**config.mk**
```make
export PLATFORM = sky130hd
export DESIGN_NAME = multi_voice_tone_generator_top
export DESIGN_NICKNAME = d
export VERILOG_FILES = /design/src/hw/rtl/mvtg_pkg.sv /design/src/hw/rtl/mvtg_voice_mem.sv /design/src/hw/rtl/mvtg_voice_step.sv /design/src/hw/rtl/mvtg_mixer.sv /design/src/hw/rtl/multi_voice_tone_generator_top.sv
export SDC_FILE = /design/constraint.sdc
export NUM_CORES = 2
export LEC_CHECK = 0
export BUFFER_PORTS_ARGS = -buffer_cell sky130_fd_sc_hd__buf_2
export CAP_MARGIN = 20
export CELL_PAD_IN_SITES_DETAIL_PLACEMENT = 0
export CELL_PAD_IN_SITES_GLOBAL_PLACEMENT = 1
export CORE_AREA = 4 4 285 287
export CTS_BUF_LIST = sky130_fd_sc_hd__clkbuf_2
export CTS_CLUSTER_SIZE = 40
export DETAILED_ROUTE_END_ITERATION = 16
export DIE_AREA = 0 0 289 291
export PLACE_DENSITY = 0.95
export SLEW_MARGIN = 20
export SYNTH_ARGS = -nofsm -noshare
export SYNTH_HDL_FRONTEND = slang
export SYNTH_HIERARCHICAL = 1
export SYNTH_SLANG_ARGS = --single-unit
```
**constraint.sdc**
```tcl
create_clock -name i_clk -period 19.7 [get_ports i_clk]
set_input_delay 2.955 -clock i_clk [delete_from_list [all_inputs] [get_ports i_clk]]
set_output_delay 2.955 -clock i_clk [all_outputs]
set_load 0.02 [all_outputs]
```
**src/hw/rtl/mvtg_pkg.sv**
```systemverilog
package mvtg_pkg;

    // Default build values
    localparam int VOICES_DEF    = 8;
    localparam int MIX_SHIFT_DEF = 3;

    // Request operations
    localparam logic [1:0] OP_WRITE = 2'd0;
    localparam logic [1:0] OP_TICK  = 2'd1;
    localparam logic [1:0] OP_MUTE  = 2'd2;

    // Per-voice register selects
    localparam logic [2:0] REG_STEP_LO   = 3'd0;
    localparam logic [2:0] REG_STEP_HI   = 3'd1;
    localparam logic [2:0] REG_LVOL_HOLD = 3'd2;
    localparam logic [2:0] REG_VOLUME    = 3'd3;
    localparam logic [2:0] REG_SHAPE     = 3'd5;

    // Wave value and product widths
    localparam int WAVE_W = 16;
    localparam int PROD_W = 25;

    // One voice entry of the state memory
    typedef struct packed {
        logic [7:0]  step_lo;
        logic [15:0] step;
        logic [7:0]  lvol_hold;
        logic [7:0]  lvol;
        logic [7:0]  rvol;
        logic [15:0] phase;
        logic [2:0]  shape;
    } t_voice;

    // Marker that travels with each voice through the tick pipeline
    typedef struct packed {
        logic vld;
        logic first;
        logic last;
    } t_beat;

endpackage

```
**src/hw/rtl/mvtg_voice_mem.sv**
```systemverilog
module mvtg_voice_mem #(
    parameter int VOICES = mvtg_pkg::VOICES_DEF
) (
    input  logic                                i_clk,
    input  logic                                i_rst_n,
    input  logic                                i_clr,
    input  logic                                i_rd_en,
    input  logic [(VOICES > 1 ? $clog2(VOICES) : 1)-1:0] i_rd_idx,
    output mvtg_pkg::t_voice                    o_rd_data,
    input  logic                                i_wr_en,
    input  logic [(VOICES > 1 ? $clog2(VOICES) : 1)-1:0] i_wr_idx,
    input  mvtg_pkg::t_voice                    i_wr_data
);

    mvtg_pkg::t_voice r_mem [VOICES];
    mvtg_pkg::t_voice r_rd_data;
    logic [VOICES-1:0] r_vld;
    logic              r_rd_vld;

    // Storage array, one write and one registered read per cycle
    always_ff @(posedge i_clk) begin
        if (i_wr_en) begin
            r_mem[i_wr_idx] <= i_wr_data;
        end
        if (i_rd_en) begin
            r_rd_data <= r_mem[i_rd_idx];
        end
    end

    // Entry valid bits: reset and mute make every entry read as zero
    always_ff @(posedge i_clk) begin
        if (!i_rst_n) begin
            r_vld    <= '0;
            r_rd_vld <= 1'b0;
        end else begin
            if (i_clr) begin
                r_vld <= '0;
            end else if (i_wr_en) begin
                r_vld[i_wr_idx] <= 1'b1;
            end
            if (i_rd_en) begin
                r_rd_vld <= r_vld[i_rd_idx];
            end
        end
    end

    assign o_rd_data = r_rd_vld ? r_rd_data : '0;

endmodule

```
**src/hw/rtl/mvtg_voice_step.sv**
```systemverilog
module mvtg_voice_step #(
    parameter int VOICES = mvtg_pkg::VOICES_DEF
) (
    input  logic                                i_clk,
    input  logic                                i_rst_n,
    input  mvtg_pkg::t_beat                     i_beat,
    input  logic [(VOICES > 1 ? $clog2(VOICES) : 1)-1:0] i_idx,
    input  mvtg_pkg::t_voice                    i_voice,
    output logic                                o_wr_en,
    output logic [(VOICES > 1 ? $clog2(VOICES) : 1)-1:0] o_wr_idx,
    output mvtg_pkg::t_voice                    o_wr_data,
    output mvtg_pkg::t_beat                     o_beat,
    output logic signed [mvtg_pkg::WAVE_W-1:0]  o_wave,
    output logic [7:0]                          o_lvol,
    output logic [7:0]                          o_rvol
);

    localparam logic signed [15:0] LEVEL_HI = 16'sh2000;
    localparam logic signed [15:0] LEVEL_LO = 16'she000;

    logic [16:0]                        r_noise;
    mvtg_pkg::t_beat                    r_beat;
    logic signed [mvtg_pkg::WAVE_W-1:0] r_wave;
    logic [7:0]                         r_lvol;
    logic [7:0]                         r_rvol;

    logic        active;
    logic        is_noise;
    logic [15:0] new_phase;
    logic [16:0] n_noise;
    logic signed [mvtg_pkg::WAVE_W-1:0] n_wave;

    // Wave shape from the stepped phase
    function automatic logic signed [15:0] wave_of(input logic [2:0] sh, input logic [15:0] p);
        logic [14:0]        u;
        logic signed [16:0] d;
        logic signed [15:0] w;
        u = p[14] ? ~{p[13:0], 1'b0} : {p[13:0], 1'b0};
        d = '0;
        case (sh)
            3'd0: w = p[15] ? LEVEL_LO : LEVEL_HI;
            3'd1: w = (p[15] | p[14]) ? LEVEL_LO : LEVEL_HI;
            3'd2: w = (p[15] | p[14] | p[13]) ? LEVEL_LO : LEVEL_HI;
            3'd3: w = (p[15] & p[14]) ? LEVEL_LO : LEVEL_HI;
            3'd4: w = p[15] ? -$signed({1'b0, u}) : $signed({1'b0, u});
            3'd5: begin
                d = 17'sh07fff - $signed({1'b0, p});
                w = 16'(d >>> 1);
            end
            3'd6: w = p[15] ? $signed({1'b0, u}) : -$signed({1'b0, u});
            default: begin
                d = $signed({1'b0, p}) - 17'sh07fff;
                w = 16'(d >>> 1);
            end
        endcase
        return w;
    endfunction

    // Phase advance or noise clock for the voice just read
    always_comb begin
        active    = (i_voice.lvol != 8'd0) || (i_voice.rvol != 8'd0);
        is_noise  = (i_voice.step[15:8] == 8'hff);
        new_phase = i_voice.phase + i_voice.step;
        n_noise   = {r_noise[2] ^ r_noise[3], r_noise[16:1]};
        o_wr_data = i_voice;
        if (active && !is_noise) begin
            o_wr_data.phase = new_phase;
        end
        if (is_noise) begin
            n_wave = n_noise[0] ? LEVEL_LO : LEVEL_HI;
        end else begin
            n_wave = wave_of(i_voice.shape, new_phase);
        end
    end

    assign o_wr_en  = i_beat.vld;
    assign o_wr_idx = i_idx;

    // Shared noise register, clocked once per active noise voice
    always_ff @(posedge i_clk) begin
        if (!i_rst_n) begin
            r_noise <= 17'd1;
            r_beat  <= '0;
        end else begin
            if (i_beat.vld && active && is_noise) begin
                r_noise <= n_noise;
            end
            r_beat <= i_beat;
        end
    end

    // Wave value and volumes toward the mixer
    always_ff @(posedge i_clk) begin
        r_wave <= n_wave;
        r_lvol <= i_voice.lvol;
        r_rvol <= i_voice.rvol;
    end

    assign o_beat = r_beat;
    assign o_wave = r_wave;
    assign o_lvol = r_lvol;
    assign o_rvol = r_rvol;

endmodule

```
**src/hw/rtl/mvtg_mixer.sv**
```systemverilog
module mvtg_mixer #(
    parameter int VOICES    = mvtg_pkg::VOICES_DEF,
    parameter int MIX_SHIFT = mvtg_pkg::MIX_SHIFT_DEF
) (
    input  logic                               i_clk,
    input  logic                               i_rst_n,
    input  mvtg_pkg::t_beat                    i_beat,
    input  logic signed [mvtg_pkg::WAVE_W-1:0] i_wave,
    input  logic [7:0]                         i_lvol,
    input  logic [7:0]                         i_rvol,
    input  logic                               i_ready,
    output logic                               o_valid,
    output logic signed [15:0]                 o_left,
    output logic signed [15:0]                 o_right,
    output logic                               o_lclip,
    output logic                               o_rclip,
    output logic                               o_busy
);

    localparam int SUM_W = mvtg_pkg::PROD_W + $clog2(VOICES);
    localparam logic signed [SUM_W-1:0] SAT_HI = SUM_W'(32'sd32767);
    localparam logic signed [SUM_W-1:0] SAT_LO = SUM_W'(-32'sd32768);

    mvtg_pkg::t_beat                    r_p_beat;
    logic signed [mvtg_pkg::PROD_W-1:0] r_pl;
    logic signed [mvtg_pkg::PROD_W-1:0] r_pr;
    logic signed [SUM_W-1:0]            r_acc_l;
    logic signed [SUM_W-1:0]            r_acc_r;
    logic                               r_fin;
    logic                               r_o_valid;
    logic signed [15:0]                 r_left;
    logic signed [15:0]                 r_right;
    logic                               r_lclip;
    logic                               r_rclip;

    logic signed [SUM_W-1:0] sh_l;
    logic signed [SUM_W-1:0] sh_r;
    logic                    load;

    // Weight by the volumes
    always_ff @(posedge i_clk) begin
        r_pl <= i_wave * $signed({1'b0, i_lvol});
        r_pr <= i_wave * $signed({1'b0, i_rvol});
    end

    // Sum over the voices of one tick
    always_ff @(posedge i_clk) begin
        if (r_p_beat.vld) begin
            r_acc_l <= r_p_beat.first ? SUM_W'(r_pl) : r_acc_l + SUM_W'(r_pl);
            r_acc_r <= r_p_beat.first ? SUM_W'(r_pr) : r_acc_r + SUM_W'(r_pr);
        end
    end

    // Scale down; saturation follows in the output register
    always_comb begin
        sh_l = r_acc_l >>> MIX_SHIFT;
        sh_r = r_acc_r >>> MIX_SHIFT;
        load = r_fin && (!r_o_valid || i_ready);
    end

    // Output register
    always_ff @(posedge i_clk) begin
        if (load) begin
            r_left  <= (sh_l > SAT_HI) ? 16'sh7fff : (sh_l < SAT_LO) ? 16'sh8000 : sh_l[15:0];
            r_right <= (sh_r > SAT_HI) ? 16'sh7fff : (sh_r < SAT_LO) ? 16'sh8000 : sh_r[15:0];
            r_lclip <= (sh_l > SAT_HI) || (sh_l < SAT_LO);
            r_rclip <= (sh_r > SAT_HI) || (sh_r < SAT_LO);
        end
    end

    // Control flags
    always_ff @(posedge i_clk) begin
        if (!i_rst_n) begin
            r_p_beat  <= '0;
            r_fin     <= 1'b0;
            r_o_valid <= 1'b0;
        end else begin
            r_p_beat <= i_beat;
            if (r_p_beat.vld && r_p_beat.last) begin
                r_fin <= 1'b1;
            end else if (load) begin
                r_fin <= 1'b0;
            end
            if (load) begin
                r_o_valid <= 1'b1;
            end else if (i_ready) begin
                r_o_valid <= 1'b0;
            end
        end
    end

    assign o_valid = r_o_valid;
    assign o_left  = r_left;
    assign o_right = r_right;
    assign o_lclip = r_lclip;
    assign o_rclip = r_rclip;
    assign o_busy  = i_beat.vld | r_p_beat.vld | r_fin;

endmodule

```
**src/hw/rtl/multi_voice_tone_generator_top.sv**
```systemverilog
// Channel   Dir  Fields (tdata, lowest bit first)
// s_axis    in   operation[1:0] address[9:2] data[17:10], zero pad to 24
// m_axis    out  left_sample[15:0] right_sample[31:16] left_clipped[32]
//                right_clipped[33], zero pad to 40
//
// A register write reads the entry, then writes it back; mute and unused codes finish on the accept.
// A sample tick reads one voice per cycle from the voice memory,
// then passes step, weight and sum stages ahead of the output reg.
// One request is in work at a time; a result waiting on m_axis does not block requests,
// but a following tick holds at its end until the output register is free.
// Synchronous active-low reset; voice entries read as zero after reset and after mute.
module multi_voice_tone_generator_top #(
    parameter int VOICES    = mvtg_pkg::VOICES_DEF,
    parameter int MIX_SHIFT = mvtg_pkg::MIX_SHIFT_DEF
) (
    input  logic        i_clk,
    input  logic        i_rst_n,
    input  logic        i_s_axis_tvalid,
    output logic        o_s_axis_tready,
    input  logic [23:0] i_s_axis_tdata,   // operation, address, data
    output logic        o_m_axis_tvalid,
    input  logic        i_m_axis_tready,
    output logic [39:0] o_m_axis_tdata    // left, right, left_clipped, right_clipped
);

    localparam int VW = (VOICES > 1) ? $clog2(VOICES) : 1;
    localparam logic [5:0]    VOICE_LIM  = 6'(VOICES);
    localparam logic [VW-1:0] LAST_VOICE = VW'(VOICES - 1);

    localparam logic [1:0] S_IDLE  = 2'd0;
    localparam logic [1:0] S_WRITE = 2'd1;
    localparam logic [1:0] S_TICK  = 2'd2;
    localparam logic [1:0] S_DRAIN = 2'd3;

    logic [1:0]      r_state;
    logic [1:0]      n_state;
    logic [VW-1:0]   r_cnt;
    logic [VW-1:0]   r_idx;
    logic [2:0]      r_sel;
    logic [7:0]      r_data;
    mvtg_pkg::t_beat r_rd_beat;
    logic [VW-1:0]   r_rd_idx;

    logic [1:0]       in_op;
    logic [7:0]       in_addr;
    logic [7:0]       in_data;
    logic             accept;
    logic             in_range;
    logic             rd_en;
    logic [VW-1:0]    rd_idx;
    logic             mem_clr;
    mvtg_pkg::t_voice rd_voice;
    mvtg_pkg::t_voice upd_voice;
    logic             wr_en;
    logic [VW-1:0]    wr_idx;
    mvtg_pkg::t_voice wr_voice;
    logic             st_wr_en;
    logic [VW-1:0]    st_wr_idx;
    mvtg_pkg::t_voice st_wr_voice;
    mvtg_pkg::t_beat  st_beat;
    logic signed [mvtg_pkg::WAVE_W-1:0] st_wave;
    logic [7:0]       st_lvol;
    logic [7:0]       st_rvol;
    logic             mix_busy;
    logic signed [15:0] mix_left;
    logic signed [15:0] mix_right;
    logic             mix_lclip;
    logic             mix_rclip;

    // Request decode
    assign in_op    = i_s_axis_tdata[1:0];
    assign in_addr  = i_s_axis_tdata[9:2];
    assign in_data  = i_s_axis_tdata[17:10];
    assign in_range = ({1'b0, in_addr[7:3]} < VOICE_LIM);
    assign o_s_axis_tready = (r_state == S_IDLE);
    assign accept   = i_s_axis_tvalid && o_s_axis_tready;
    assign mem_clr  = accept && (in_op == mvtg_pkg::OP_MUTE);

    // Memory read port
    always_comb begin
        rd_en  = (r_state == S_TICK)
              || (accept && (in_op == mvtg_pkg::OP_WRITE) && in_range);
        rd_idx = (r_state == S_TICK) ? r_cnt : in_addr[3 +: VW];
    end

    // Register write, applied to the entry read the cycle before
    always_comb begin
        upd_voice = rd_voice;
        case (r_sel)
            mvtg_pkg::REG_STEP_LO:   upd_voice.step_lo = r_data;
            mvtg_pkg::REG_STEP_HI:   upd_voice.step = {r_data, rd_voice.step_lo};
            mvtg_pkg::REG_LVOL_HOLD: upd_voice.lvol_hold = r_data;
            mvtg_pkg::REG_VOLUME: begin
                upd_voice.lvol = rd_voice.lvol_hold;
                upd_voice.rvol = r_data;
                if ((rd_voice.lvol_hold == 8'd0) && (r_data == 8'd0)) begin
                    upd_voice.phase = 16'd0;
                end
            end
            mvtg_pkg::REG_SHAPE:     upd_voice.shape = r_data[2:0];
            default: ;
        endcase
    end

    // Memory write port
    always_comb begin
        if (r_state == S_WRITE) begin
            wr_en    = 1'b1;
            wr_idx   = r_idx;
            wr_voice = upd_voice;
        end else begin
            wr_en    = st_wr_en;
            wr_idx   = st_wr_idx;
            wr_voice = st_wr_voice;
        end
    end

    // Sequencer
    always_comb begin
        n_state = r_state;
        unique case (r_state)
            S_IDLE: begin
                if (accept && (in_op == mvtg_pkg::OP_WRITE) && in_range) begin
                    n_state = S_WRITE;
                end else if (accept && (in_op == mvtg_pkg::OP_TICK)) begin
                    n_state = S_TICK;
                end
            end
            S_WRITE: n_state = S_IDLE;
            S_TICK: begin
                if (r_cnt == LAST_VOICE) begin
                    n_state = S_DRAIN;
                end
            end
            S_DRAIN: begin
                if (!r_rd_beat.vld && !st_beat.vld && !mix_busy) begin
                    n_state = S_IDLE;
                end
            end
            default: n_state = S_IDLE;
        endcase
    end

    always_ff @(posedge i_clk) begin
        if (!i_rst_n) begin
            r_state   <= S_IDLE;
            r_cnt     <= '0;
            r_rd_beat <= '0;
        end else begin
            r_state       <= n_state;
            r_rd_beat.vld <= (r_state == S_TICK);
            r_rd_beat.first <= (r_cnt == '0);
            r_rd_beat.last  <= (r_cnt == LAST_VOICE);
            if (r_state == S_TICK) begin
                r_cnt <= (r_cnt == LAST_VOICE) ? '0 : r_cnt + 1'b1;
            end
        end
    end

    // Request and pipeline payload
    always_ff @(posedge i_clk) begin
        if (accept) begin
            r_idx  <= in_addr[3 +: VW];
            r_sel  <= in_addr[2:0];
            r_data <= in_data;
        end
        r_rd_idx <= r_cnt;
    end

    mvtg_voice_mem #(
        .VOICES (VOICES)
    ) u_mem (
        .i_clk     (i_clk),
        .i_rst_n   (i_rst_n),
        .i_clr     (mem_clr),
        .i_rd_en   (rd_en),
        .i_rd_idx  (rd_idx),
        .o_rd_data (rd_voice),
        .i_wr_en   (wr_en),
        .i_wr_idx  (wr_idx),
        .i_wr_data (wr_voice)
    );

    mvtg_voice_step #(
        .VOICES (VOICES)
    ) u_step (
        .i_clk     (i_clk),
        .i_rst_n   (i_rst_n),
        .i_beat    (r_rd_beat),
        .i_idx     (r_rd_idx),
        .i_voice   (rd_voice),
        .o_wr_en   (st_wr_en),
        .o_wr_idx  (st_wr_idx),
        .o_wr_data (st_wr_voice),
        .o_beat    (st_beat),
        .o_wave    (st_wave),
        .o_lvol    (st_lvol),
        .o_rvol    (st_rvol)
    );

    mvtg_mixer #(
        .VOICES    (VOICES),
        .MIX_SHIFT (MIX_SHIFT)
    ) u_mix (
        .i_clk   (i_clk),
        .i_rst_n (i_rst_n),
        .i_beat  (st_beat),
        .i_wave  (st_wave),
        .i_lvol  (st_lvol),
        .i_rvol  (st_rvol),
        .i_ready (i_m_axis_tready),
        .o_valid (o_m_axis_tvalid),
        .o_left  (mix_left),
        .o_right (mix_right),
        .o_lclip (mix_lclip),
        .o_rclip (mix_rclip),
        .o_busy  (mix_busy)
    );

    assign o_m_axis_tdata = {6'd0, mix_rclip, mix_lclip, mix_right, mix_left};

endmodule

```
# Word level (Yosys, flattened, before mapping)
# Memories as Yosys holds them, arrays and structs flattened. A register that Yosys moved wholly into a read port is not among the register bits.
# Index checks and enable logic that the tools add are counted.
# Widths: inputs -> output; s select.
[totals]
register_bits = 231
ramBits = 536
out_inout_bits = 42
elab_cells = 157
mem_count = 1
[classes]
n_addsub = 7
n_mul = 2
magnitude_cmp = 8
eq_ne = 20
muxes = 42
bitwise_logic = 9
n_reduce_logical = 37
[memory_table]
columns = ["memory", "depth", "word_bits", "rd", "rd_ports_with_merged_regs", "wr", "line_no", "source"]
rows = [
  ["u_mem.r_mem", 8, 67, 1, 1, 1, "mvtg_voice_mem.sv:15", "mvtg_pkg::t_voice r_mem [VOICES];"],
]
[ops]
columns = ["cell", "n"]
rows = [
  ["$mux 16", 13],
  ["$mux 67", 2],
  ["$pmux 16 s7", 1],
  ["$add 28x25->28", 2],
  ["$mux 28", 2],
  ["$gt 25x16->1 const B", 2],
  ["$lt 25x16->1 const B", 2],
  ["$mul 16x9->25", 2],
  ["$mux 32", 1],
  ["$sub 15x16->17 const A", 1],
  ["$sub 16x15->17 const B", 1],
  ["$add 16x16->16", 1],
  ["$logic_not 8->1", 2],
  ["$mux 8", 2],
  ["$neg 15->16", 1],
  ["$reduce_bool 8->1", 2],
  ["$eq 3x3->1 const B", 5],
  ["$mux 15", 1],
  ["$not 15->15", 1],
  ["$logic_and 1x1->1", 14],
  ["$eq 3x2->1 const B", 4],
  ["$mux 3", 4],
  ["$logic_not 3->1", 3],
  ["$mux 1", 9],
  ["26 further kinds", 47],
]

# Logic depth before layout (Yosys ltp)
[depth]
ltp_word = 8
ltp_mapped = 21
mapped_depth_nobuf = 20

# Hierarchy
# Netlist, hierarchy kept.
[modules_own_cells]
columns = ["module", "instances", "cells_per_inst", "area_each_um2", "seq_area_each_um2"]
rows = [
  ["mvtg_voice_mem", 1, 959, 22998.3, 18287.5],
  ["mvtg_mixer", 1, 1858, 16946.3, 3803.6],
  ["mvtg_voice_step", 1, 424, 3676.0, 1021.0],
  ["multi_voice_tone_generator_top", 1, 293, 2417.3, 640.6],
]

# Least setup slack after synthesis
# Ideal clock, no wire load.
[synth_path]
kind = "register to register"
startpoint = "register r_state[1]"
endpoint = "memory u_mem/r_mem[0][0] in the netlist's numbering, enable pin"
t_arrival_ps = 8319
slack_ps = 10697
path_stages_with_launch = 6
cell_sequence = "dfxtp_1 > nand2b_1 > clkbuf_1 > buf_2 > mux2_2 > nor4b_1"
[synth_rtl]
columns = ["item", "line_no", "source"]
rows = [
  ["start, declared", "multi_voice_tone_generator_top.sv:35", "logic [1:0] r_state;"],
  ["start signal, assigned", "multi_voice_tone_generator_top.sv:150", "r_state <= n_state;"],
  ["$eq 2x1->1", "multi_voice_tone_generator_top.sv:107", "if (r_state == S_WRITE) begin"],
  ["$mux 3", "multi_voice_tone_generator_top.sv:107", ""],
  ["net wr_idx[2]", "multi_voice_tone_generator_top.sv:55", "logic [VW-1:0] wr_idx;"],
  ["end, declared", "mvtg_voice_mem.sv:15", ""],
]
# The timed path passes the listed nets, and every way through them passes these cells.

# Final worst setup path
[layout_path]
startpoint = "register u_step.r_lvol[2] (netlist: u_step/o_lvol[2])"
endpoint = "register u_mix/r_pl[24] in the netlist's numbering"
[layout_via]
elab_chain_cells = 1
[layout_rtl]
columns = ["item", "line_no", "source"]
rows = [
  ["start, declared", "mvtg_voice_step.sv:24", "logic [7:0] r_lvol;"],
  ["start signal, assigned", "mvtg_voice_step.sv:95", "r_lvol <= i_voice.lvol;"],
  ["$mul 16x9->25", "mvtg_mixer.sv:42", "r_pl <= i_wave * $signed({1'b0, i_lvol});"],
  ["end signal, assigned", "mvtg_mixer.sv:42", ""],
  ["end, declared", "mvtg_mixer.sv:25", "logic signed [mvtg_pkg::PROD_W-1:0] r_pl;"],
]
# No other way between the ends.
# A chain may end at the register's enable or synchronous reset.

==> summary.md <==
| Metric | Value |
|---|---|
| Pre-CTS WS | 13660 ps |
| Remaining antenna violation count after routing | 0 |
| Detailed Route WL | 98600 µm |
| Syn. warnings | 6 |
| # nets final | 4033 |
| Skew final | 132 ps |
| Drt initial violations | 2374 |
| Reg clk slew, reported paths | 100 ps |
| Post-synthesis async set-or-reset flop share | 0% |
| Combinational Power Share | 8.5% |
| Clock power share | 33.5% |
| Final Hold Viols | 0 |
| Worst stage delay on the critical path | 760 ps |
| Cell internal pwr | 2.51 mW |
| Sw Ratio | 26.1% |
| Tcrit/Tclk final | 27.5% |
| Post-CTS Setup Bufs | 0 |
| Total gr overflow | 0 |
| CTS tree | built |
| Post-synthesis cell type count | 95 |
| Post-CTS Resized | 0 |
| Worst hold slack | 402 ps |
| Row count | 103 |
| Setup Viol. Count Final | 0 |
| Worst Path Arrival | 6680 ps |
| Sequential Area | 23800 µm² |
| Slowest stage cell, crit path | dfxtp_1 |
| Vias in the first global route | 29000 |
| DRC viols | 0 |
| Critical-path maximum fanout | 16 |
| Seq/Total Area, Yosys | 51.6% |
| Worst-case clock buffer depth | 3 |
| Leakage | 19.6 nW |
| Most used cell, CP | fa_1 |
| Vias per cell | 5.80 |
| Max Slew Vio Count | 0 |
| Actual slew at the worst max-slew pin | 1140 ps |
| Post-synth EDFFs | 707 |
| Critical-path cell list | nand2_1, fa_1, inv_1, fa_1, inv_1, fa_1, fa_1, inv_1, ha_1, o21ai_0, a21boi_1, o21bai_1, a21oi_1, o2111ai_1, a31oi_1, and4_1, nor3_1 |
| GRT met1 Usage | 30.9% |
| Crit Path Category | register to register |
| Avg Synthesized Cell Area | 13.0 µm² |
| Yosys reg bits | 833 |
| Routed len/inst | 20.4 µm |
| Minimum clock period after layout | 5420 ps |
| Layer with the highest usage | met2 |
| Clock Latency Late Sink | 1460 ps |
| RSZ-0062 raised after global routing | no |
| Total GRT Usage | 23.7% |
| CTS Hold Buffers Added | 0 |
| Sequential share of power | 58.0% |
| Status | finished clean |
| H-Tree Depth | 4 |
| Slew headroom | 23.9% |
| DR vias | 28100 |
| Clock sinks | 833 |
| Largest net degree at the start of global routing | 105 |
| DP Wirelength | 62300 µm |
| # fillers | 5904 |
| First-pass GRT wire length | 156000 µm |
| Antenna violations before repair | 3 |
| Tot Pwr | 3.40 mW |
| Die width | 289 µm |
| Proportion of layout cells with a drive suffix above 1 | 18.6% |
| IO Count | 70 |
| DRT Pass-1 Iters | 8 |
| Max Fclk | 184 MHz |
| Clock Tree Root | clkbuf_2 |
| Met2 usage | 40.4% |
| Critical path launch point type | register |
| Core ar. | 78600 µm² |
| Power per Cell Area | 69.6 nW/µm² |
| Sw Pwr | 0.886 mW |
| Starting density of the core | 58.6% |
| Worst hold path type | register to register |
| M3 GR Usage | 4.49% |
| Required time of the critical path | 20960 ps |
| Ys flop type | edfxtp_1 |
| I/O Buffers | 57 |
| Synthesized cell area | 46000 µm² |
| Area Overhead vs Synth | 6.02% |
| Design Area, Final | 48800 µm² |
| Critical Path End Type | register |
| Area occupied by multi-input gates | 20000 µm² |
| Dpl cell area | 46900 µm² |
| Max cap viols | 0 |
| Die Span Y | 291 µm |
| Final TNS setup | 0 ps |
| Full die area | 84100 µm² |
| PnR worst setup slack | 14280 ps |
| Mapped Cells | 3534 |
| Total CTS buffers | 196 |
| Final Wtd Congestion | 0.847 |
| Peak supply drop | 0.0000644 V |
[flip-flops by register name, indices dropped and copies added (netlist names), 16 cells and up]
signal,flops
u_mem/r_mem,536
u_mem/r_rd_data,67
u_mix/r_acc_l,28
u_mix/r_acc_r,28
u_mix/r_pl,25
u_mix/r_pr,25
u_mix/o_left,16
u_mix/o_right,16
u_step/o_wave,16
u_step/r_noise,16
[cells in the mapped netlist, types with 12 or more instances]
cell	n	area [µm²]
a21o_1	51	383
a21oi_1	106	531
a21oi_2	12	105
a31oi_1	15	93.8
and2_1	232	1450
and3_1	12	75.1
buf_2	13	65.1
buf_4	69	518
buf_6	15	169
clkbuf_1	96	360
dfxtp_1	126	2520
edfxtp_1	707	21200
fa_1	207	4140
ha_1	174	2180
inv_1	340	1280
mux2_2	86	968
mux2i_1	93	931
mux4_2	135	3040
nand2_1	344	1290
nand2b_1	17	106
nand3_1	31	155
nand4_1	17	106
nor2_1	70	263
nor2b_1	26	163
nor3_1	32	160
nor4_1	12	75.1
o211ai_1	12	90.1
o21a_1	19	143
o21ai_0	143	716
o21bai_1	19	143
o31ai_1	12	90.1
or2_2	14	87.6
xnor2_1	76	666
xor2_1	47	412
[placed cells by master (no fill, tap or decap), types with 68 or more instances in the layout]
cell type,instances
inv_1,340
clkbuf_2,291
xnor2_1,76
edfxtp_1,707
mux4_2,135
a21oi_1,106
nand2_1,344
mux2_2,85
and2_1,232
o21ai_0,141
dfxtp_1,123
nor2_1,68
mux2i_1,93
ha_1,174
fa_1,207
[worst max-delay path, delay by kind of cell, from the launching register on]
| kind | cells | cell delay (ps) |
|---|---|---|
| compound gates | 6 | 1460 |
| flops | 1 | 760 |
| fa+ha+maj | 5 | 2390 |
| buf+inv | 3 | 150 |
| simple gates | 3 | 500 |
[layer usage]
| metal | part of all wire, % | vias up |
|---|---|---|
| met2 | 51 | 1124 |
| met4 | 2.4 | 2 |
| li1 | - | 12800 |
| met5 | 0.013 | - |
| met3 | 7.2 | 172 |
| met1 | 40 | 13900 |
[area by class of cell]
| class | instances | share of cell area [%] |
|---|---|---|
| diodes | 8 | 0.0410 |
| clock buffers | 291 | 2.98 |
| clock inverters | 63 | 0.831 |
| inverters | 340 | 2.61 |
| multi-input cells | 2160 | 41.0 |
| flip-flops and latches | 833 | 48.7 |
| well taps | 1050 | 2.69 |
| repair buffers | 93 | 1.20 |
[logic make-up (layout without fill, tap and decap cells)]
group / count (synthesis) / in the layout / synth area share [%]
AND/OR/NAND/NOR: 854 / 854 / 9.45
flip-flops: 833 / 833 / 51.6
buffers and inverters: 546 / 787 / 5.33
AO/OA/AOI/OAI: 481 / 481 / 6.79
adder cells (fa/ha/maj): 381 / 381 / 13.7
multiplexers: 314 / 314 / 10.7
XOR/XNOR: 124 / 124 / 2.38
other: 1 / 14 / 0.00815
[stage by stage]
| stage | utilization, % | instances |
|---|---|---|
| 4_1_cts | 62.0 | 4829 |
| 2_1_floorplan | - | 3539 |
| 3_5_place_dp | 59.6 | 4475 |
| 5_1_grt | 62.1 | 4837 |
| 6_report | 62.1 | 4838 |
| 3_3_place_gp | 59.6 | 4475 |
[worst paths after layout]
| check | slack [ps] | cells past startpoint | from | endpoint |
|---|---|---|---|---|
| worst max-delay path | 14280 | 17 | u_step/o_lvol[2]$_DFF_P_ | u_mix/r_pl[24]$_DFF_P_ |
| worst min-delay path | 400 | 0 | r_cnt[2]$_SDFFE_PN0P_ | r_rd_idx[2]$_DFF_P_ |
| worst max register to register | 14280 | 17 | u_step/o_lvol[2]$_DFF_P_ | u_mix/r_pl[24]$_DFF_P_ |
| worst min register to register | 400 | 0 | r_cnt[2]$_SDFFE_PN0P_ | r_rd_idx[2]$_DFF_P_ |
[power groups by stage]
| stage | Clock [mW] | Sequential [mW] | Combinational [mW] |
|---|---|---|---|
| finish | 1.14 | 1.97 | 0.289 |
| CTS | 1.18 | 1.97 | 0.287 |
| floorplan | 0 | 1.99 | 0.234 |
| detailed placement | 0 | 2.01 | 0.286 |
| global placement | 0 | 2.01 | 0.276 |
| global route | 1.28 | 1.97 | 0.313 |
Power figures use the tool's default switching activity.
